--- config.mk ---
export PLATFORM = sky130hd
export DESIGN_NAME = sts_back
export DESIGN_NICKNAME = d
export VERILOG_FILES = /design/src/design/sts_pkg.sv /design/src/design/sts_back.sv
export SDC_FILE = /design/constraint.sdc
export NUM_CORES = 1
export LEC_CHECK = 0
export BUFFER_PORTS_ARGS = -buffer_cell sky130_fd_sc_hd__buf_2
export CORE_AREA = 2 2 88 90
export CTS_CLUSTER_DIAMETER = 30
export DETAILED_ROUTE_END_ITERATION = 16
export DIE_AREA = 0 0 90 92
export PLACE_DENSITY = 0.6
export SLEW_MARGIN = 20
export SYNTH_ARGS = -nofsm -noshare
export SYNTH_HDL_FRONTEND = slang
export SYNTH_SLANG_ARGS = --single-unit
--- constraint.sdc ---
create_clock -name clk_i -period 1.55 [get_ports clk_i]
set_input_delay 0.0775 -clock clk_i [delete_from_list [all_inputs] [get_ports clk_i]]
set_output_delay 0.0775 -clock clk_i [all_outputs]
set_load 0.03 [all_outputs]
--- src/design/sts_pkg.sv ---
// ----------------------------------------------------------------------------
// sts_pkg: shared types and constants for the script token scanner
// Token kind codes, scanner modes, keyword tables and the queue entry type.
// ----------------------------------------------------------------------------
package sts_pkg;

  localparam int unsigned PosBits  = 16;
  localparam int unsigned LineBits = 16;
  localparam logic [PosBits-1:0]  PosTop  = '1;
  localparam logic [LineBits-1:0] LineTop = '1;

  // token kinds
  localparam logic [5:0] KEof     = 6'd0;
  localparam logic [5:0] KLParen  = 6'd1;
  localparam logic [5:0] KRParen  = 6'd2;
  localparam logic [5:0] KLBrace  = 6'd3;
  localparam logic [5:0] KRBrace  = 6'd4;
  localparam logic [5:0] KSemi    = 6'd5;
  localparam logic [5:0] KComma   = 6'd6;
  localparam logic [5:0] KDot     = 6'd7;
  localparam logic [5:0] KMinus   = 6'd8;
  localparam logic [5:0] KPlus    = 6'd9;
  localparam logic [5:0] KSlash   = 6'd10;
  localparam logic [5:0] KStar    = 6'd11;
  localparam logic [5:0] KAmp     = 6'd12;
  localparam logic [5:0] KPipe    = 6'd14;
  localparam logic [5:0] KBang    = 6'd16;
  localparam logic [5:0] KEqual   = 6'd18;
  localparam logic [5:0] KLess    = 6'd20;
  localparam logic [5:0] KGreater = 6'd22;
  localparam logic [5:0] KString  = 6'd24;
  localparam logic [5:0] KNumber  = 6'd25;
  localparam logic [5:0] KIdent   = 6'd26;
  localparam logic [5:0] KKeyword0 = 6'd27;
  localparam logic [5:0] KBadChar = 6'd41;
  localparam logic [5:0] KUnterm  = 6'd42;

  typedef enum logic [3:0] {
    M_IDLE, M_OPPEND, M_NUMINT, M_NUMDOT, M_NUMFRAC,
    M_IDENT, M_STRING, M_COMMENT, M_DONE
  } mode_e;

  // keyword texts, byte 0 first, padded with zeros
  typedef logic [7:0] kw_word_t [6];
  localparam int unsigned NumKw = 14;

  function automatic logic [7:0] kw_char(input logic [3:0] k, input logic [2:0] d);
    logic [47:0] w;
    case (k)
      4'd0:  w = {8'h0, "ssalc"};
      4'd1:  w = {16'h0, "esle"};
      4'd2:  w = {8'h0, "eslaf"};
      4'd3:  w = {24'h0, "rof"};
      4'd4:  w = {16'h0, "cnuf"};
      4'd5:  w = {32'h0, "fi"};
      4'd6:  w = {16'h0, "llun"};
      4'd7:  w = {8'h0, "tnirp"};
      4'd8:  w = "nruter";
      4'd9:  w = {8'h0, "repus"};
      4'd10: w = {16'h0, "siht"};
      4'd11: w = {16'h0, "eurt"};
      4'd12: w = {24'h0, "rav"};
      4'd13: w = {8'h0, "elihw"};
      default: w = '0;
    endcase
    case (d)
      3'd0: kw_char = w[7:0];
      3'd1: kw_char = w[15:8];
      3'd2: kw_char = w[23:16];
      3'd3: kw_char = w[31:24];
      3'd4: kw_char = w[39:32];
      3'd5: kw_char = w[47:40];
      default: kw_char = 8'h0;
    endcase
  endfunction

  function automatic logic [2:0] kw_len(input logic [3:0] k);
    case (k)
      4'd0, 4'd2, 4'd7, 4'd9, 4'd13: kw_len = 3'd5;
      4'd1, 4'd4, 4'd6, 4'd10, 4'd11: kw_len = 3'd4;
      4'd3, 4'd12: kw_len = 3'd3;
      4'd5: kw_len = 3'd2;
      4'd8: kw_len = 3'd6;
      default: kw_len = 3'd0;
    endcase
  endfunction

  // one token, as it goes from the scanner to the output side
  typedef struct packed {
    logic [5:0]          kind;
    logic [PosBits-1:0]  start;
    logic [PosBits-1:0]  len;
    logic [LineBits-1:0] line;
    logic                last;
  } token_t;

  // group of up to three tokens produced by one byte
  typedef struct packed {
    logic [1:0] count;
    token_t     t2;
    token_t     t1;
    token_t     t0;
  } bundle_t;

endpackage

--- src/design/sts_back.sv ---
// ----------------------------------------------------------------------------
// sts_back: token serializer
// Sends the tokens of each bundle one per transfer on the output stream.
// ----------------------------------------------------------------------------
module sts_back import sts_pkg::*; (
  input  logic    clk_i,
  input  logic    rst_ni,
  input  logic    valid_i,
  input  bundle_t data_i,
  output logic    pop_o,
  output logic    tvalid_o,
  output token_t  tok_o,
  input  logic    tready_i
);

  logic [1:0] idx_q;
  logic       xfer;

  assign tvalid_o = valid_i;
  assign xfer     = valid_i && tready_i;

  // pick current token
  always_comb begin
    case (idx_q)
      2'd0:    tok_o = data_i.t0;
      2'd1:    tok_o = data_i.t1;
      default: tok_o = data_i.t2;
    endcase
  end

  assign pop_o = xfer && (idx_q + 2'd1 == data_i.count);

  // token index within the bundle
  always_ff @(posedge clk_i or negedge rst_ni) begin
    if (!rst_ni) idx_q <= 2'd0;
    else if (xfer) idx_q <= pop_o ? 2'd0 : idx_q + 2'd1;
  end

endmodule

# After elaboration in Yosys (flattened, before gate mapping)
# Cells that the tools add are included.
word_totals:
  output_inout_bits: 57
  latchBits: 0
  rom_bits: 0
  memories: 0
  regBits: 2
  word_cells: 9
  inputBits: 171
  ram_bits: 0
classes:
  n_mul: 0
  n_eq_ne: 2
  reduce_logical: 3
  add_sub_neg: 1
  magnitude_cmp: 0
  div: 0
  mux: 2
  n_shift: 0
  bitwise: 0
op_table:
  columns: ["operator", "n"]
  rows:
  - ["$pmux 55 s2", 1]
  - ["$add 2x1->2 const B", 1]
  - ["$eq 2x1->1 const B", 1]
  - ["$eq 2x2->1", 1]
  - ["$logic_and 1x1->1", 2]
  - ["$logic_not 2->1", 1]
  - ["$mux 2", 1]

# Longest topological paths before layout
logic_depth:
  word_depth: 4
  mapped_depth: 6

# Worst setup path after synthesis
# OpenSTA, ideal clock, no wires.
synth_timing:
  path_type: "reg2out"
  startpoint: "register idx_q[0]"
  endpoint: "output pop_o"
  slack_ns: -0.149
  path_stages_with_launch: 5
  n_path_buf: 0
  arrival_time_ns: 1.621
  required_ns: 1.472
  cell_sequence: "dfrtp_1 inv_1 ha_1 xor2_1 nor3_1"
synth_via:
  elab_chain_len: 3
synth_rtl:
  columns: ["element", "line_no", "source"]
  rows:
  - ["start: declaration", "sts_back.sv:16", "logic [1:0] idx_q;"]
  - ["start signal: assignment", "sts_back.sv:36", "else if (xfer) idx_q <= pop_o ? 2'd0 : idx_q + 2'd1;"]
  - ["$add 2x1->2", "sts_back.sv:31", "assign pop_o = xfer && (idx_q + 2'd1 == data_i.count);"]
  - ["$eq 2x2->1", "sts_back.sv:31", null]
  - ["$logic_and 1x1->1", "sts_back.sv:31", null]
  - ["end: declaration", "sts_back.sv:10", "output logic pop_o,"]
# No other way between the ends.

==> qor.txt <==
largest net degree at the start of global routing -> 33
Worst slew margin -> 0.827
CTS clk-pin slew, worst paths -> 0.03 ns
top post-synthesis cells by area -> nand2_1 (33%), a22oi_1 (23%), a22oi_2 (16%)
leading area contributor after synthesis -> nand2_1
run status -> complete, but fails checks
fraction of layout cells with a size suffix above 1 -> 0.733
initial antenna violation count -> 0
crit-path max FO -> 8
H-tree lvl count -> 1
Net Switching -> 4.89 mW
Top FF cell, synth -> dfrtp_1
Initial DRC Count -> 39
critical path data arrival time -> 1.60 ns
number of flip-flops in the largest register -> 2
Synth-to-Final Area Change -> 152%
RSZ-0062 raised after global routing -> yes
global route total overflow -> 0
most used cell, CP -> nand2_1
Core Rows -> 32
clock skew -> 0.00129 ns
DIE AREA -> 0.00828 mm2
DP HPWL -> 4.65 mm
fin worst setup slack -> -0.125 ns
DR vias/cell -> 4.45
Post-Syn Instances -> 201
CTS root buffer -> clkbuf_8
die width -> 90 um
first-pass GRT wire length -> 9.85 mm
n_diodes -> 0
Top Usage Layer GRT -> met2
drt pass-1 iters -> 4
YS warnings -> 0
Hold WS -> 0.201 ns
sequential element share of the synthesized area -> 0.0394
fin. max-slew vios -> 0
IO Pins -> 228
Clk network pwr share -> 0.023
sequential share of power -> 0.012
leak pwr -> 1.72 nW
Core Region -> 0.00745 mm2
cts bufs inserted -> 3
Worst Tran Pin Value -> 0.257 ns
Post-route DRC -> 0
Pwr Density -> 2790 mW/mm2
final setup TNS -> -5.53 ns
All-Layer GR Usage -> 0.141
worst stage delay on the critical path -> 0.41 ns
crit path kind -> flip-flop to output port
CTS tree -> yes
Setup-failing EPs final -> 55
Final Hold Violating Endpoints -> 0
MaxCap Viol Count -> 0
CTS Sinks -> 2
Post-Place Worst Slack -> 0.0607 ns
Startpoint Class -> flip-flop
sw frac -> 0.548
CP max-delay cell -> dfrtp_1
WL final -> 7.21 mm
grt met2 use -> 0.293
vias in the first global route -> 2,266
syn_nets -> 374
mean routed wirelength per cell -> 13.5 um
Worst EP required -> 1.47 ns
Final Cycle Share -> 1.08
register name with the most flops -> idx_q
Worst-Skew Late Latency -> 0.21 ns
Total Nets Final -> 605
met3 Usage GRT -> 0.0214
Max IR drop VDD -> 0.00167 V
area share of the largest cell type after synthesis -> 0.331
worst path cell trace -> inv_2 > ha_4 > nor2_4 > buf_12 > clkbuf_16 > nand2_1 > nand2_1 > buf_6
Synth top cells by count -> nand2_1 (112), a22oi_1 (39), a22oi_2 (16), buf_6 (14)
maximum root-to-sink buffer count -> 2
Placer Congestion -> 0.737
number of synthesized flops with an enable pin -> 0
Async S/R FF share, synth -> 1.00
Chip Height -> 92 um
Crit path max-delay family -> buffers and inverters
M1 GR Usage -> 0.144
port buffer count -> 227
Distinct cells, synth -> 16
Fmax -> 597 MHz
CP Capture Type -> output port
Int Power -> 4.04 mW
Yosys reg bits -> 2
fin crit period -> 1.68 ns
count leader, synth -> nand2_1
Design Power -> 8.93 mW
Hold Crit Class -> input pin to async pin
largest registers -> idx_q x2
Bufs and invs on worst path -> 4
Syn Area/Cell -> 6.32 um2
vias -> 2,369
violated checks -> setup timing
combinational fraction of design power -> 0.965
Synth Cell Area -> 0.00127 mm2
initial core utilization -> 0.171
ANT nets after route -> 0
-- cell usage in the layout (no fill, tap or decap), types with 2 or more instances in the layout --
cell type	instances
o21ai_0	2
clkbuf_16	2
inv_2	2
buf_2	171
buf_12	7
nand2_1	95
clkbuf_8	3
nand2_2	16
ha_4	2
dfrtp_1	2
buf_4	6
a22oi_1	10
xnor2_1	2
a22oi_2	45
buf_6	57
-- stage by stage --
| step | instances | util | instance area (um2) |
|---|---|---|---|
| floorplan | 201 | - | 1270 |
| global placement | 518 | 0.327 | 2430 |
| detailed placement | 518 | 0.327 | 2430 |
| CTS | 530 | 0.403 | 3000 |
| global route | 532 | 0.430 | 3210 |
| finish | 532 | 0.430 | 3210 |
-- what timing repair did --
action                                  4_1_cts  5_1_grt
cloned                                        2        3
pin swaps                                     4       18
setup buffers                                 6        2
hold buffers                                  1        0
resized for setup                           124       48
endpoints found under the setup margin       56       56
endpoints found under the hold margin         2        0
-- final cells by class --
| type | count | area, um2 |
|---|---|---|
| fillers | 767 | 4240 |
| repair buffers | 244 | 1740 |
| multi-input cells | 178 | 1230 |
| well taps | 102 | 128 |
| flip-flops and latches | 2 | 50.0 |
| clock buffers | 3 | 41.3 |
| inverters | 3 | 11.3 |
-- worst paths after layout --
check                                 start       end  slack, ns  cells after the start
min in group clk_i              data_i[165]  idx_q[0]       0.26                      3
worst max-delay path               idx_q[0]  tok_o[1]      -0.13                      8
worst max register to register     idx_q[0]  idx_q[0]       0.23                      5
max in group asynchronous            rst_ni  idx_q[0]       1.25                      2
worst min-delay path                 rst_ni  idx_q[1]       0.20                      2
worst min register to register     idx_q[1]  idx_q[1]       0.53                      2
-- power groups by stage --
stage	Combinational, mW	Sequential (mW)	Clock, mW
floorplan	4.63	0.0950	0
global placement	5.91	0.0977	0
detailed placement	5.97	0.0987	0
CTS	8.01	0.101	0.215
global route	9.10	0.108	0.224
finish	8.62	0.105	0.206
-- routing by layer --
metal,share of wire,routed length (um),up-vias
li1,-,-,1156
met1,0.37,2650,1095
met2,0.56,4070,114
met3,0.062,447,4
met4,0.0058,42,0
met5,0,0,-
-- cells by family (layout without fill, tap and decap cells) --
logic type	Yosys count	count (layout)	share of synthesized area
buffers and inverters	21	250	0.171
xor gates and xnor gates	3	3	0.0207
AOI/OAI and AO/OA	57	57	0.396
and+or+nand+nor	116	116	0.353
adders and majority gates	2	2	0.0197
DFF	2	2	0.0394
Note: power is estimated with default switching activity, not from simulation.
