<file path="src/design/sts_pkg.sv">
// ----------------------------------------------------------------------------
// sts_pkg: shared types and constants for the script token scanner
// Token kind codes, scanner modes, keyword tables and the queue entry type.
// ----------------------------------------------------------------------------
package sts_pkg;

  localparam int unsigned PosBits  = 16;
  localparam int unsigned LineBits = 16;
  localparam logic [PosBits-1:0]  PosTop  = '1;
  localparam logic [LineBits-1:0] LineTop = '1;

  // token kinds
  localparam logic [5:0] KEof     = 6'd0;
  localparam logic [5:0] KLParen  = 6'd1;
  localparam logic [5:0] KRParen  = 6'd2;
  localparam logic [5:0] KLBrace  = 6'd3;
  localparam logic [5:0] KRBrace  = 6'd4;
  localparam logic [5:0] KSemi    = 6'd5;
  localparam logic [5:0] KComma   = 6'd6;
  localparam logic [5:0] KDot     = 6'd7;
  localparam logic [5:0] KMinus   = 6'd8;
  localparam logic [5:0] KPlus    = 6'd9;
  localparam logic [5:0] KSlash   = 6'd10;
  localparam logic [5:0] KStar    = 6'd11;
  localparam logic [5:0] KAmp     = 6'd12;
  localparam logic [5:0] KPipe    = 6'd14;
  localparam logic [5:0] KBang    = 6'd16;
  localparam logic [5:0] KEqual   = 6'd18;
  localparam logic [5:0] KLess    = 6'd20;
  localparam logic [5:0] KGreater = 6'd22;
  localparam logic [5:0] KString  = 6'd24;
  localparam logic [5:0] KNumber  = 6'd25;
  localparam logic [5:0] KIdent   = 6'd26;
  localparam logic [5:0] KKeyword0 = 6'd27;
  localparam logic [5:0] KBadChar = 6'd41;
  localparam logic [5:0] KUnterm  = 6'd42;

  typedef enum logic [3:0] {
    M_IDLE, M_OPPEND, M_NUMINT, M_NUMDOT, M_NUMFRAC,
    M_IDENT, M_STRING, M_COMMENT, M_DONE
  } mode_e;

  // keyword texts, byte 0 first, padded with zeros
  typedef logic [7:0] kw_word_t [6];
  localparam int unsigned NumKw = 14;

  function automatic logic [7:0] kw_char(input logic [3:0] k, input logic [2:0] d);
    logic [47:0] w;
    case (k)
      4'd0:  w = {8'h0, "ssalc"};
      4'd1:  w = {16'h0, "esle"};
      4'd2:  w = {8'h0, "eslaf"};
      4'd3:  w = {24'h0, "rof"};
      4'd4:  w = {16'h0, "cnuf"};
      4'd5:  w = {32'h0, "fi"};
      4'd6:  w = {16'h0, "llun"};
      4'd7:  w = {8'h0, "tnirp"};
      4'd8:  w = "nruter";
      4'd9:  w = {8'h0, "repus"};
      4'd10: w = {16'h0, "siht"};
      4'd11: w = {16'h0, "eurt"};
      4'd12: w = {24'h0, "rav"};
      4'd13: w = {8'h0, "elihw"};
      default: w = '0;
    endcase
    case (d)
      3'd0: kw_char = w[7:0];
      3'd1: kw_char = w[15:8];
      3'd2: kw_char = w[23:16];
      3'd3: kw_char = w[31:24];
      3'd4: kw_char = w[39:32];
      3'd5: kw_char = w[47:40];
      default: kw_char = 8'h0;
    endcase
  endfunction

  function automatic logic [2:0] kw_len(input logic [3:0] k);
    case (k)
      4'd0, 4'd2, 4'd7, 4'd9, 4'd13: kw_len = 3'd5;
      4'd1, 4'd4, 4'd6, 4'd10, 4'd11: kw_len = 3'd4;
      4'd3, 4'd12: kw_len = 3'd3;
      4'd5: kw_len = 3'd2;
      4'd8: kw_len = 3'd6;
      default: kw_len = 3'd0;
    endcase
  endfunction

  // one token, as it goes from the scanner to the output side
  typedef struct packed {
    logic [5:0]          kind;
    logic [PosBits-1:0]  start;
    logic [PosBits-1:0]  len;
    logic [LineBits-1:0] line;
    logic                last;
  } token_t;

  // group of up to three tokens produced by one byte
  typedef struct packed {
    logic [1:0] count;
    token_t     t2;
    token_t     t1;
    token_t     t0;
  } bundle_t;

endpackage

</file>
<file path="src/design/sts_queue.sv">
// ----------------------------------------------------------------------------
// sts_queue: two-entry bundle queue between scanner and output side
// Lets the scanner run while earlier tokens wait at the output.
// ----------------------------------------------------------------------------
module sts_queue import sts_pkg::*; (
  input  logic    clk_i,
  input  logic    rst_ni,
  input  logic    push_i,
  input  bundle_t data_i,
  output logic    ready_o,
  output logic    valid_o,
  output bundle_t data_o,
  input  logic    pop_i
);

  bundle_t    mem_q [2];
  logic       wr_q, rd_q;
  logic [1:0] cnt_q;

  assign ready_o = (cnt_q != 2'd2);
  assign valid_o = (cnt_q != 2'd0);
  assign data_o  = mem_q[rd_q];

  // storage
  always_ff @(posedge clk_i) begin
    if (push_i) mem_q[wr_q] <= data_i;
  end

  // pointers and fill count
  always_ff @(posedge clk_i or negedge rst_ni) begin
    if (!rst_ni) begin
      wr_q  <= 1'b0;
      rd_q  <= 1'b0;
      cnt_q <= 2'd0;
    end else begin
      if (push_i) wr_q <= ~wr_q;
      if (pop_i)  rd_q <= ~rd_q;
      cnt_q <= cnt_q + {1'b0, push_i} - {1'b0, pop_i};
    end
  end

endmodule

</file>
<file path="config.mk">
export PLATFORM = sky130hd
export DESIGN_NAME = sts_queue
export DESIGN_NICKNAME = d
export VERILOG_FILES = /design/src/design/sts_pkg.sv /design/src/design/sts_queue.sv
export SDC_FILE = /design/constraint.sdc
export NUM_CORES = 1
export LEC_CHECK = 0
export ABC_AREA = 1
export ABC_CLOCK_PERIOD_IN_PS = 10400
export BUFFER_PORTS_ARGS = -buffer_cell sky130_fd_sc_hd__buf_2
export CELL_PAD_IN_SITES_DETAIL_PLACEMENT = 1
export CELL_PAD_IN_SITES_GLOBAL_PLACEMENT = 2
export CORE_MARGIN = 2
export CORE_UTILIZATION = 36
export CTS_BUF_LIST = sky130_fd_sc_hd__clkbuf_4 sky130_fd_sc_hd__clkbuf_8
export DETAILED_ROUTE_END_ITERATION = 12
export PLACE_DENSITY = 0.78
export SETUP_SLACK_MARGIN = 0.4
export SLEW_MARGIN = 20
export SYNTH_ARGS = -nofsm -noshare
export SYNTH_HDL_FRONTEND = slang
export SYNTH_SLANG_ARGS = --single-unit
export TNS_END_PERCENT = 1
</file>
<file path="constraint.sdc">
create_clock -name clk_i -period 10.4 [get_ports clk_i]
set_input_delay 0.52 -clock clk_i [delete_from_list [all_inputs] [get_ports clk_i]]
set_output_delay 0.52 -clock clk_i [all_outputs]
set_load 0.02 [all_outputs]
</file>
## Word-level counts from Yosys, hierarchy flattened

Memories as Yosys holds them, arrays and structs flattened.
Cells that the tools add are included.

- Equal/unequal tests: 1
- Bitwise logic cells: 2
- Add/subtract/negate cells: 2
- Reductions and logical operators: 1
- Muxes and demuxes: 2

Operators by type and width:

| operator | count |
|---|---|
| $add A2 B1 Y2 | 1 |
| $mux W1 | 2 |
| $ne A2 B2 Y1 const B | 1 |
| $not A1 Y1 | 2 |
| $reduce_bool A2 Y1 | 1 |
| $sub A2 B1 Y2 | 1 |

- Logic and storage cells: 12
- Memory bits (writable): 334
- Register bits: 4
- Memories: 1
- Output and inout bits: 169
- Input bits: 171

Memory list:

| memory | words | bits a word | read ports | clocked after Yosys merged registers in | wr ports | line | source |
|---|---|---|---|---|---|---|---|
| mem_q | 2 | 167 | 1 | 0 | 1 | sts_queue.sv:16 | `bundle_t mem_q [2];` |

## Logic depth before layout (Yosys ltp)

Gate-level depths: netlist (run 1).

- Depth in word-level cells: 2
- Mapped depth: 7
- Gate-level depth less buffers: 7

## Worst setup path before layout (run 1)

No wires, ideal clock.

- Kind: input to register
- Start point: input push_i
- End point: memory mem_q[0][0] (netlist bit), enable pin
- Path buffers: 0
- Setup slack: 2,158 ps
- Arrival: 7,541 ps
- Data required time: 9,699 ps
- Cell stages on the path: 2
- Cells stage by stage: inv_1 > nor2_1

- Word-level cells in the longest chain between the ends: 2

RTL lines:

| item | line | source |
|---|---|---|
| from (decl) | sts_queue.sv:8 | `input logic push_i,` |
| $mux W1 | sts_queue.sv:26 | `if (push_i) mem_q[wr_q] <= data_i;` |
| $mux W1 (implied by the code) | sts_queue.sv:26 |  |
| to (decl) | sts_queue.sv:16 |  |

No other way between the ends.

==> results_dict.tcl, run 1 <==
set metrics [dict create \
    status "finished clean" \
    die_height_microns 191 \
    worst-endpoint-required_ns 9.88 \
    crit_family "buffers and inverters" \
    start_util 0.365 \
    drtAntennaViolNets 0 \
    portBuffers 339 \
    cpPeakStageDelay_ns 0.88 \
    synth_edf_count 334 \
    grtUsageTotal 0.158 \
    gp_congestion 0.762 \
    leakage_nw 6.71 \
    regToRegStartpoint "wr_q$_DFFE_PN0P_" \
    synthFlopType "edfxtp_1" \
    num_vias 7860 \
    synth.top_cell.area_share 0.796 \
    syn_avg_cell_area_sq_um 14.1 \
    die_w_microns 191 \
    yosys_warnings 0 \
    cp_slowest_cell "buf_4" \
    grt_max_degree 123 \
    clk_path_buf_depth 3 \
    h-tree-depth 2 \
    first_global_vias 8204 \
    maxSlewViolCount 0 \
    critPathMaxFanout 113 \
    synth_most_common_cell "edfxtp_1" \
    slew_headroom 0.299 \
    cp_cell_sequence "buf_4 > nand2_1 > o21ai_1 > buf_2" \
    clock-sinks 338 \
    clkLatencyLatePin_ns 0.61 \
    crit_path_end_kind "output pin" \
    path_buf_inv 2 \
    fp-row-count 68 \
    worst_pin_slew_ns 1.05 \
    synth.yosys.seq_area_share 0.804 \
    async_reset_ff_frac 0.0118 \
    syn_inst 897 \
    via_per_inst 4.47 \
    cts_setup_buffers 0 \
    setup_viol 0 \
    vdd_drop_max_mv 0.177 \
    yosysUniqueCellTypes 14 \
    syn_to_final_growth_pct 24.7 \
    clk_pin_slew_ns 0.06 \
    max_freq_mhz 302 \
    cts_tree "done" \
    whs_ns 0.0908 \
    clockRootBuffer "clkbuf_8" \
    worstHoldPathType "in -> reg" \
    grt_pass1_wl_microns 43700 \
    max_cap_viol_count 0 \
    crit_path_start "rd_q$_DFFE_PN0P_" \
    cp-endpoint "data_o[114]" \
    yosys.area.top_type "edfxtp_1" \
    io_pins 340 \
    drt-initial-drc-count 382 \
    hold_viol 0 \
    worst-setup-path-type "reg -> out" \
    gr-total-overflow 0 \
    skew_ns 0.00859 \
    die_area_sq_um 36500 \
    syn-num-nets 1070 \
    reg2reg_depth 3 \
    antenna_found_initial 10 \
    ys_top_cells_by_area "edfxtp_1 (80%), nand2_1 (5.2%), inv_1 (5.2%)" \
    nFillCells 3710 \
    dp_hpwl_microns 19600 \
    rsz0062_at_grt "false" \
    dr.pass1.iters 4 \
    cellPowerDensity_nw_per_um2 285 \
    synth_seq_cells 338 \
    wl_per_cell_microns 16.7 \
    post-route-period-util 0.319 \
    numCtsBuffers 56 \
    cp_num_cells 4 \
    worstPathArrival_ns 2.80 \
    drcViolationCount 0 \
    core_sq_um 34500 \
    synth_commonest_cells "edfxtp_1 (334), nand2_1 (175), inv_1 (174)" \
    synth_area_sq_um 12600 \
    period_minus_slack_ns 3.32 \
    wl_microns 29400 \
    startpoint_type "register" \
    r2r_slack_ns 7.70 \
    fin_tns_setup_ns 0 \
    nNetsFinal 1437 \
    reg2reg_to "mem_q[1][20]$_DFFE_PP_" \
    layout-drive-gt1-share 0.332 \
]
-- kinds of logic after synthesis --
| kind of cell | synth area share |
|---|---|
| buf+inv | 0.0739 |
| simple gates | 0.0528 |
| fa+ha+maj | 0.00198 |
| compound gates | 0.0663 |
| flops | 0.804 |
| xor+xnor | 0.00139 |
-- report_power, final --
part	switching, mW	total, mW	internal (mW)	leakage (nW)
sequential	0.0855	1.90	1.81	3.18
clock	0.495	1.08	0.589	0.555
combinational	1.09	1.50	0.405	2.97
-- how the worst min path moves through the flow --
| stage | start | to | slack [ns] | depth (start not counted) |
|---|---|---|---|---|
| after global routing | data_i[1] | mem_q[1][1]$_DFFE_PP_ | 0.04 | 1 |
| final | data_i[1] | mem_q[1][1]$_DFFE_PP_ | 0.09 | 1 |
| after global placement | rst_ni | cnt_q[1]$_DFF_PN0_ | 0.33 | 1 |
| after CTS | data_i[92] | mem_q[1][92]$_DFFE_PP_ | 0.02 | 1 |
| after floorplan | rst_ni | cnt_q[0]$_DFF_PN0_ | 0.22 | 0 |
| after detailed placement | rst_ni | cnt_q[1]$_DFF_PN0_ | 0.33 | 1 |
-- metal layers --
layer	share of wire	GRT usage	vias up
li1	-	-	3774
met1	0.37	0.172	3720
met2	0.49	0.263	288
met3	0.11	0.0758	62
met4	0.026	0.0678	16
met5	0.0036	0	-
-- layout by cell type, fill, tap and decap left out --
cell type        n
xor2_1           2
nand2_1        175
dfrtp_1          3
buf_4            5
o21ai_1         78
clkbuf_8        58
nor2_4           1
clkbuf_4        22
dfrtp_4          1
diode_2          2
edfxtp_1       334
clkinv_1        13
clkinv_2         3
nand3_1          1
dlygate4sd3_1    1
inv_6            2
o21ai_0         89
buf_16           1
ha_1             2
buf_2          339
inv_1          173
-- stage by stage --
stage	cells	setup WS (ns)	util	cell area (sq um)	total power, mW
after detailed placement	1659	7.15	0.424	14600	3.45
final	1760	7.08	0.455	15700	4.48
after CTS	1757	6.46	0.454	15700	4.56
after global routing	1759	6.79	0.455	15700	4.76
after floorplan	897	2.16	-	12600	2.97
after global placement	1659	7.21	0.424	14600	3.41
-- cell type report --
cell class / count / area [sq um] / share of cell area
well taps: 455 / 569 / 0.0362
inverters: 174 / 658 / 0.0419
repair buffers: 346 / 1770 / 0.113
clock inverters: 17 / 72.6 / 0.00461
diodes: 2 / 5.00 / 0.000318
clock buffers: 80 / 963 / 0.0613
flip-flops and latches: 338 / 10100 / 0.644
multi-input cells: 348 / 1550 / 0.0987
-- state kept, by name (all words and copies together), names as in the netlist --
name	flops
cnt_q	2
wr_q	1
rd_q	1
mem_q	334
-- worst reg2reg max path: stages, from the launching register on --
cell and delay, ns:
dfrtp_1 0.42, nand2_1 0.14, inv_6 0.65, buf_4 1.06
-- repair_timing --
item                       CTS  global route
resized for setup            0             0
setup endpoints to repair    0             0
hold endpoints to repair     4             0
hold buffers                 1             0
(Power assumes the default switching activity.)
==> run 2, diff against run 1 <==
--- a/config.mk
+++ b/config.mk
@@ -5,8 +5,8 @@
 export SDC_FILE = /design/constraint.sdc
 export NUM_CORES = 1
 export LEC_CHECK = 0
-export ABC_AREA = 1
-export ABC_CLOCK_PERIOD_IN_PS = 10400
+export ABC_AREA = 0
+export ABC_CLOCK_PERIOD_IN_PS = 2900
 export BUFFER_PORTS_ARGS = -buffer_cell sky130_fd_sc_hd__buf_2
 export CELL_PAD_IN_SITES_DETAIL_PLACEMENT = 1
 export CELL_PAD_IN_SITES_GLOBAL_PLACEMENT = 2
@@ -14,7 +14,7 @@
 export CORE_UTILIZATION = 36
 export CTS_BUF_LIST = sky130_fd_sc_hd__clkbuf_4 sky130_fd_sc_hd__clkbuf_8
 export DETAILED_ROUTE_END_ITERATION = 12
-export PLACE_DENSITY = 0.78
+export PLACE_DENSITY = 0.74
 export SETUP_SLACK_MARGIN = 0.4
 export SLEW_MARGIN = 20
 export SYNTH_ARGS = -nofsm -noshare
==> constraint.sdc (replaced) <==
create_clock -name clk_i -period 2.9 [get_ports clk_i]
set_input_delay 0.145 -clock clk_i [delete_from_list [all_inputs] [get_ports clk_i]]
set_output_delay 0.145 -clock clk_i [all_outputs]
set_load 0.02 [all_outputs]
==> run 2 against run 1 <==
Effect of this change: die area increased by 0.56%; sequential power increased to 3.6 times the previous value; register-to-register slack got worse by 6.5 ns; clock skew increased by 0.015 ns; clock-buffer cell count decreased by 9; clock power increased to 3.8 times the previous value; hold slack improved by 0.18 ns; final cell count decreased by 9.4%; setup slack got worse by 6.5 ns; global-route usage increased by 0.27 points; power increased to 3.7 times the previous value.
==> results_dict.tcl, run 2 <==
set metrics [dict create \
    status "finished clean" \
    syn_to_final_growth_pct 40.3 \
    largest_register_ff_count 334 \
    worst-endpoint-required_ns 2.76 \
    setup_viol 0 \
    r2r_slack_ns 1.16 \
    first_global_vias 7938 \
    period_minus_slack_ns 2.35 \
    cp_num_cells 4 \
    worstHoldPathType "in -> reg" \
    skew_ns 0.0235 \
    reg2reg_to "mem_q[1][20]$_DFFE_PP_" \
    synth_commonest_cells "edfxtp_1 (334), mux2_4 (101), mux2_2 (66)" \
    grt_max_degree 92 \
    vdd_drop_max_mv 0.550 \
    intPower_mw 11.4 \
    synthFlopType "edfxtp_1" \
    placed_cell_area_sq_um 15000 \
    grtUsageTotal 0.161 \
    nNetsFinal 1271 \
    power_frac_seq 0.403 \
    synth_seq_cells 338 \
    async_reset_ff_frac 0.0118 \
    leakage_nw 7.06 \
    synth.top_cell.area_share 0.791 \
    clock-sinks 338 \
    grt_pass1_wl_microns 44500 \
    reg.largest.list "mem_q (334), cnt_q (2)" \
    yosys.area.top_type "edfxtp_1" \
    worst-setup-path-type "reg -> out" \
    cts_tree "done" \
    postLayoutCellArea_sq_um 17800 \
    worstPathArrival_ns 2.21 \
    cp_cell_sequence "buf_12 > buf_4 > mux2_4 > buf_2" \
    gr-total-overflow 0 \
    core_sq_um 34600 \
    totalPowerFinal_mw 16.8 \
    gp_congestion 0.766 \
    dp_hpwl_microns 18500 \
    fp-row-count 68 \
    via_per_inst 4.41 \
    crit_path_start "rd_q$_DFFE_PN0P_" \
    crit_family "buffers and inverters" \
    synth_most_common_cell "edfxtp_1" \
    syn_avg_cell_area_sq_um 23.7 \
    wl_microns 29900 \
    numCtsBuffers 55 \
    clk_pin_slew_ns 0.06 \
    syn_inst 535 \
    layout-drive-gt1-share 0.532 \
    synth.yosys.seq_area_share 0.799 \
    antenna_found_initial 2 \
    max_freq_mhz 425 \
    startpoint_type "register" \
    num_vias 7040 \
    maxSlewViolCount 0 \
    wl_per_cell_microns 18.8 \
    hold_viol 0 \
    drt-initial-drc-count 250 \
    worst_pin_slew_ns 0.588 \
    top_register "mem_q" \
    pwr-share-comb 0.351 \
    p_clk_frac 0.246 \
    io_pins 340 \
    clkLatencyLatePin_ns 0.60 \
    yosysUniqueCellTypes 14 \
    regToRegStartpoint "wr_q$_DFFE_PN0P_" \
    cellPowerDensity_nw_per_um2 943 \
    crit_path_end_kind "output pin" \
    post-route-period-util 0.812 \
    yosys_warnings 0 \
    p_sw_frac 0.322 \
    rsz0062_at_grt "false" \
    ys_top_cells_by_area "edfxtp_1 (79%), mux2_4 (12%), mux2_2 (5.9%)" \
    slew_headroom 0.608 \
    max_cap_viol_count 0 \
    clk_path_buf_depth 3 \
    cp_slowest_cell "dfrtp_4" \
    reg2reg_depth 2 \
    layout_common_cells "buf_2 (339), edfxtp_1 (334), dlygate4sd3_1 (171), mux2_4 (101), mux2_2 (66)" \
    cp-endpoint "data_o[58]" \
    dr.pass1.iters 4 \
    final_common_cell "buf_2" \
    portBuffers 339 \
    critPathMaxFanout 36 \
    die_w_microns 192 \
    die_area_sq_um 36700 \
    drcViolationCount 0 \
    synth_area_sq_um 12700 \
    cts_resized 0 \
    p_switching_mw 5.41 \
    synth_edf_count 334 \
    cpPeakStageDelay_ns 0.57 \
    die_height_microns 192 \
    h-tree-depth 2 \
    start_util 0.366 \
    clockRootBuffer "clkbuf_8" \
    drtAntennaViolNets 0 \
    syn-num-nets 708 \
    path_buf_inv 3 \
]
run 2: cell count changes in the layout (fill, tap and decap cells not counted), moves of 78 or more:
cell	previous run	this run
dlygate4sd3_1	1	171
inv_1	173	2
mux2_4	0	101
nand2_1	175	0
o21ai_0	89	0
o21ai_1	78	0
run 2: worst min-delay path by stage:
stage	from	end	slack [ns]	cells past startpoint
2_1_floorplan	rst_ni	cnt_q[0]$_DFF_PN0_	-0.15	0
3_3_place_gp	rst_ni	cnt_q[0]$_DFF_PN0_	-0.04	1
3_5_place_dp	rst_ni	cnt_q[0]$_DFF_PN0_	-0.04	1
4_1_cts	data_i[48]	mem_q[1][48]$_DFFE_PP_	0.18	2
5_1_grt	data_i[84]	mem_q[0][84]$_DFFE_PP_	0.22	2
6_report	data_i[25]	mem_q[0][25]$_DFFE_PP_	0.27	2
run 2: repair_timing:
action,CTS,global route
setup endpoints to repair,75,0
hold buffers,171,0
setup buffers,1,0
endpoints found under the hold margin,342,0
run 2: metal layers:
metal  global-route usage  up-vias  share of wire
met5                    0        -              0
met4               0.0728        0          0.031
met3               0.0471       58          0.066
met2                0.276      262           0.50
met1                0.186     3452           0.40
li1                     -     3268              -
run 2: logic make-up (layout without fill, tap and decap cells):
kind of cell / Yosys count / after routing / synth area share
xor gates and xnor gates: 3 / 3 / 0.00326
muxes: 167 / 167 / 0.178
adders and majority gates: 2 / 2 / 0.00197
other: 0 / 2 / 0
and+or+nand+nor: 4 / 4 / 0.00198
buffers and inverters: 21 / 624 / 0.0155
DFF: 338 / 338 / 0.799
run 2: through the flow:
stage | util | worst slack, ns | hold slack, ns | std cells | setup TNS [ns]
2_1_floorplan | - | -0.425 | -0.151 | 535 | -76.17
3_3_place_gp | 0.432 | 1.02 | -0.0428 | 1324 | 0
3_5_place_dp | 0.432 | 1.02 | -0.0386 | 1324 | 0
4_1_cts | 0.514 | 0.451 | 0.181 | 1593 | 0
5_1_grt | 0.514 | 0.406 | 0.218 | 1595 | 0
6_report | 0.514 | 0.546 | 0.267 | 1595 | 0
run 2: layout make-up:
| cell class | instances | area [sq um] |
|---|---|---|
| Fill cell | 3296 | 16800 |
| Sequential cell | 338 | 10100 |
| Timing Repair Buffer | 525 | 3610 |
| Multi-Input combinational cell | 176 | 2360 |
| Clock buffer | 71 | 883 |
| Tap cell | 455 | 569 |
| Clock inverter | 26 | 215 |
| Inverter | 2 | 7.51 |
| Antenna cell | 2 | 5.00 |
run 2: power groups by stage:
stage | Clock [mW] | Sequential (mW) | Combinational [mW]
4_1_cts | 4.28 | 6.77 | 5.97
5_1_grt | 4.48 | 6.85 | 6.24
6_report | 4.13 | 6.76 | 5.89
2_1_floorplan | 0 | 6.80 | 4.10
3_3_place_gp | 0 | 6.85 | 5.67
3_5_place_dp | 0 | 6.90 | 5.70
==> run 3, diff against run 2 <==
--- a/config.mk
+++ b/config.mk
@@ -6,15 +6,15 @@
 export NUM_CORES = 1
 export LEC_CHECK = 0
 export ABC_AREA = 0
-export ABC_CLOCK_PERIOD_IN_PS = 2900
+export ABC_CLOCK_PERIOD_IN_PS = 2200
 export BUFFER_PORTS_ARGS = -buffer_cell sky130_fd_sc_hd__buf_2
 export CELL_PAD_IN_SITES_DETAIL_PLACEMENT = 1
 export CELL_PAD_IN_SITES_GLOBAL_PLACEMENT = 2
 export CORE_MARGIN = 2
-export CORE_UTILIZATION = 36
+export CORE_UTILIZATION = 40
 export CTS_BUF_LIST = sky130_fd_sc_hd__clkbuf_4 sky130_fd_sc_hd__clkbuf_8
 export DETAILED_ROUTE_END_ITERATION = 12
-export PLACE_DENSITY = 0.74
+export PLACE_DENSITY = 0.78
 export SETUP_SLACK_MARGIN = 0.4
 export SLEW_MARGIN = 20
 export SYNTH_ARGS = -nofsm -noshare
==> constraint.sdc (replaced) <==
create_clock -name clk_i -period 2.2 [get_ports clk_i]
set_input_delay 0.11 -clock clk_i [delete_from_list [all_inputs] [get_ports clk_i]]
set_output_delay 0.11 -clock clk_i [all_outputs]
set_load 0.02 [all_outputs]
==> run 3 against run 2 <==
Effect of this change: design area is 1.1% higher; clock power is 24% higher; sequential share of layout area is 0.61 points lower; first-iteration DRC count is 21% higher; critical path depth is 1 higher; flip-flop and latch count stayed put; core utilization is 5.9 points higher; power is 35% higher.
==> results_dict.tcl, run 3 (same netlist as run 2, synthesis figures left out) <==
set metrics [dict create \
    skew_ns 0.0216 \
    clockRootBuffer "clkbuf_8" \
    worst-endpoint-required_ns 2.09 \
    drtAntennaViolNets 0 \
    wl_microns 32100 \
    grt_use_met2 0.344 \
    first_global_vias 8279 \
    drt-initial-drc-count 303 \
    cellPowerDensity_nw_per_um2 1260 \
    worst_pin_slew_ns 0.593 \
    max_cap_viol_count 0 \
    fp-row-count 65 \
    r2r_slack_ns 0.66 \
    dr.pass1.iters 4 \
    setup_viol 0 \
    portBuffers 339 \
    rsz0062_at_grt "true" \
    clkLatencyLatePin_ns 0.57 \
    worstHoldPathType "in -> reg" \
    path_buf_inv 4 \
    clk_pin_slew_ns 0.06 \
    wl_per_cell_microns 20.6 \
    reg2reg_depth 2 \
    max_freq_mhz 490 \
    cts_tree "done" \
    setup_slack_ns 0.160 \
    via_per_inst 4.64 \
    vdd_drop_max_mv 0.675 \
    worst-setup-path-type "reg -> out" \
    post-route-period-util 0.927 \
    crit_path_start "rd_q$_DFFE_PN0P_" \
    layout-drive-gt1-share 0.538 \
    use_met1 0.210 \
    whs_ns 0.269 \
    gp_congestion 0.719 \
    h-tree-depth 2 \
    layout_common_cells "edfxtp_1 (334), buf_2 (327), dlygate4sd3_1 (171), mux2_4 (101), mux2_2 (66)" \
    hold_start "data_i[24]" \
    core_sq_um 31400 \
    crit_family "buffers and inverters" \
    antenna_found_initial 4 \
    drcViolationCount 0 \
    status "finished clean" \
    syn_to_final_growth_pct 41.8 \
    top_usage_layer "met2" \
    cp_slowest_cell "dfrtp_4" \
    startpoint_type "register" \
    crit_top_cell "buf_6" \
    postLayoutCellArea_sq_um 18000 \
    crit_path_end_kind "output pin" \
    worst_hold_path.endpoint "mem_q[1][24]$_DFFE_PP_" \
    use_met3 0.0636 \
    grt_pass1_wl_microns 48200 \
    period_minus_slack_ns 2.04 \
    grt_max_degree 97 \
    placed_cell_area_sq_um 14900 \
    leakage_nw 7.17 \
    top_register "mem_q" \
    numCtsBuffers 53 \
    die_height_microns 182 \
    post-route-util 0.573 \
    maxSlewViolCount 0 \
    start_util 0.404 \
    grtUsageTotal 0.191 \
    reg2reg_to "mem_q[0][30]$_DFFE_PP_" \
    die_w_microns 182 \
    clk_path_buf_depth 3 \
    cpPeakStageDelay_ns 0.52 \
    critPathMaxFanout 5 \
    io_pins 340 \
    final_common_cell "edfxtp_1" \
    num_vias 7224 \
    clock-sinks 338 \
    largest_register_ff_count 334 \
    die_area_sq_um 33100 \
    hold_depth 2 \
    reg.largest.list "mem_q (334), cnt_q (2)" \
    dp_hpwl_microns 18200 \
    regToRegStartpoint "wr_q$_DFFE_PN0P_" \
    hold_viol 0 \
    gr-total-overflow 0 \
    worstPathArrival_ns 1.93 \
    slew_headroom 0.604 \
    nNetsFinal 1279 \
    cp_cell_sequence "buf_6 > buf_16 > buf_8 > mux2_4 > buf_6" \
    post-place-ws_ns 0.604 \
]
[run 3: cell count changes in the layout (fill, tap and decap cells not counted), moves of 2 or more]
cell / previous run / this run
buf_2: 339 / 327
buf_6: 1 / 12
buf_16: 0 / 8
clkinv_2: 3 / 10
bufinv_16: 4 / 1
diode_2: 2 / 5
clkbuf_8: 56 / 54
clkinv_1: 17 / 15
[run 3: routing by layer]
metal | up-vias | share of wire
met5 | - | 0
met4 | 0 | 0.027
met2 | 291 | 0.52
met3 | 60 | 0.082
li1 | 3299 | -
met1 | 3574 | 0.37
[run 3: worst max-delay path by stage]
stage / endpoint / slack [ns] / cells past startpoint
final: data_o[37] / 0.16 / 5
after global routing: data_o[37] / 0.09 / 5
after CTS: data_o[81] / 0.12 / 5
after detailed placement: data_o[124] / 0.60 / 4
after global placement: data_o[33] / 0.62 / 4
after floorplan: mem_q[0][0]$_DFFE_PP_ / -1.13 / 1
[run 3: where the power goes]
part	leakage, nW	switching, mW	total, mW	internal, mW
clock	0.546	2.42	5.11	2.69
combinational	3.45	4.70	8.64	3.94
sequential	3.18	0.351	8.90	8.55
total	7.17	7.47	22.7	15.2
[run 3: stage by stage]
stage	TNS [ns]	power [mW]	instances
floorplan	-309.97	14.4	535
global placement	0	16.4	1269
detailed placement	0	16.6	1269
CTS	0	22.8	1551
global route	0	23.6	1555
finish	0	22.7	1556
[run 3: final cells by class]
class | count | area (sq um)
Fill cell | 2926 | 13400
Sequential cell | 338 | 10100
Multi-Input combinational cell | 176 | 2360
Inverter | 2 | 7.51
Clock inverter | 28 | 160
Tap cell | 402 | 503
Clock buffer | 70 | 863
Antenna cell | 5 | 12.5
Timing Repair Buffer | 535 | 3940
[run 3: repair_timing]
item / 4_1_cts / 5_1_grt
gates cloned: 6 / 0
setup endpoints to repair: 167 / 167
setup buffers: 7 / 0
hold endpoints to repair: 342 / 0
resized for setup: 40 / 0
hold buffers: 171 / 0
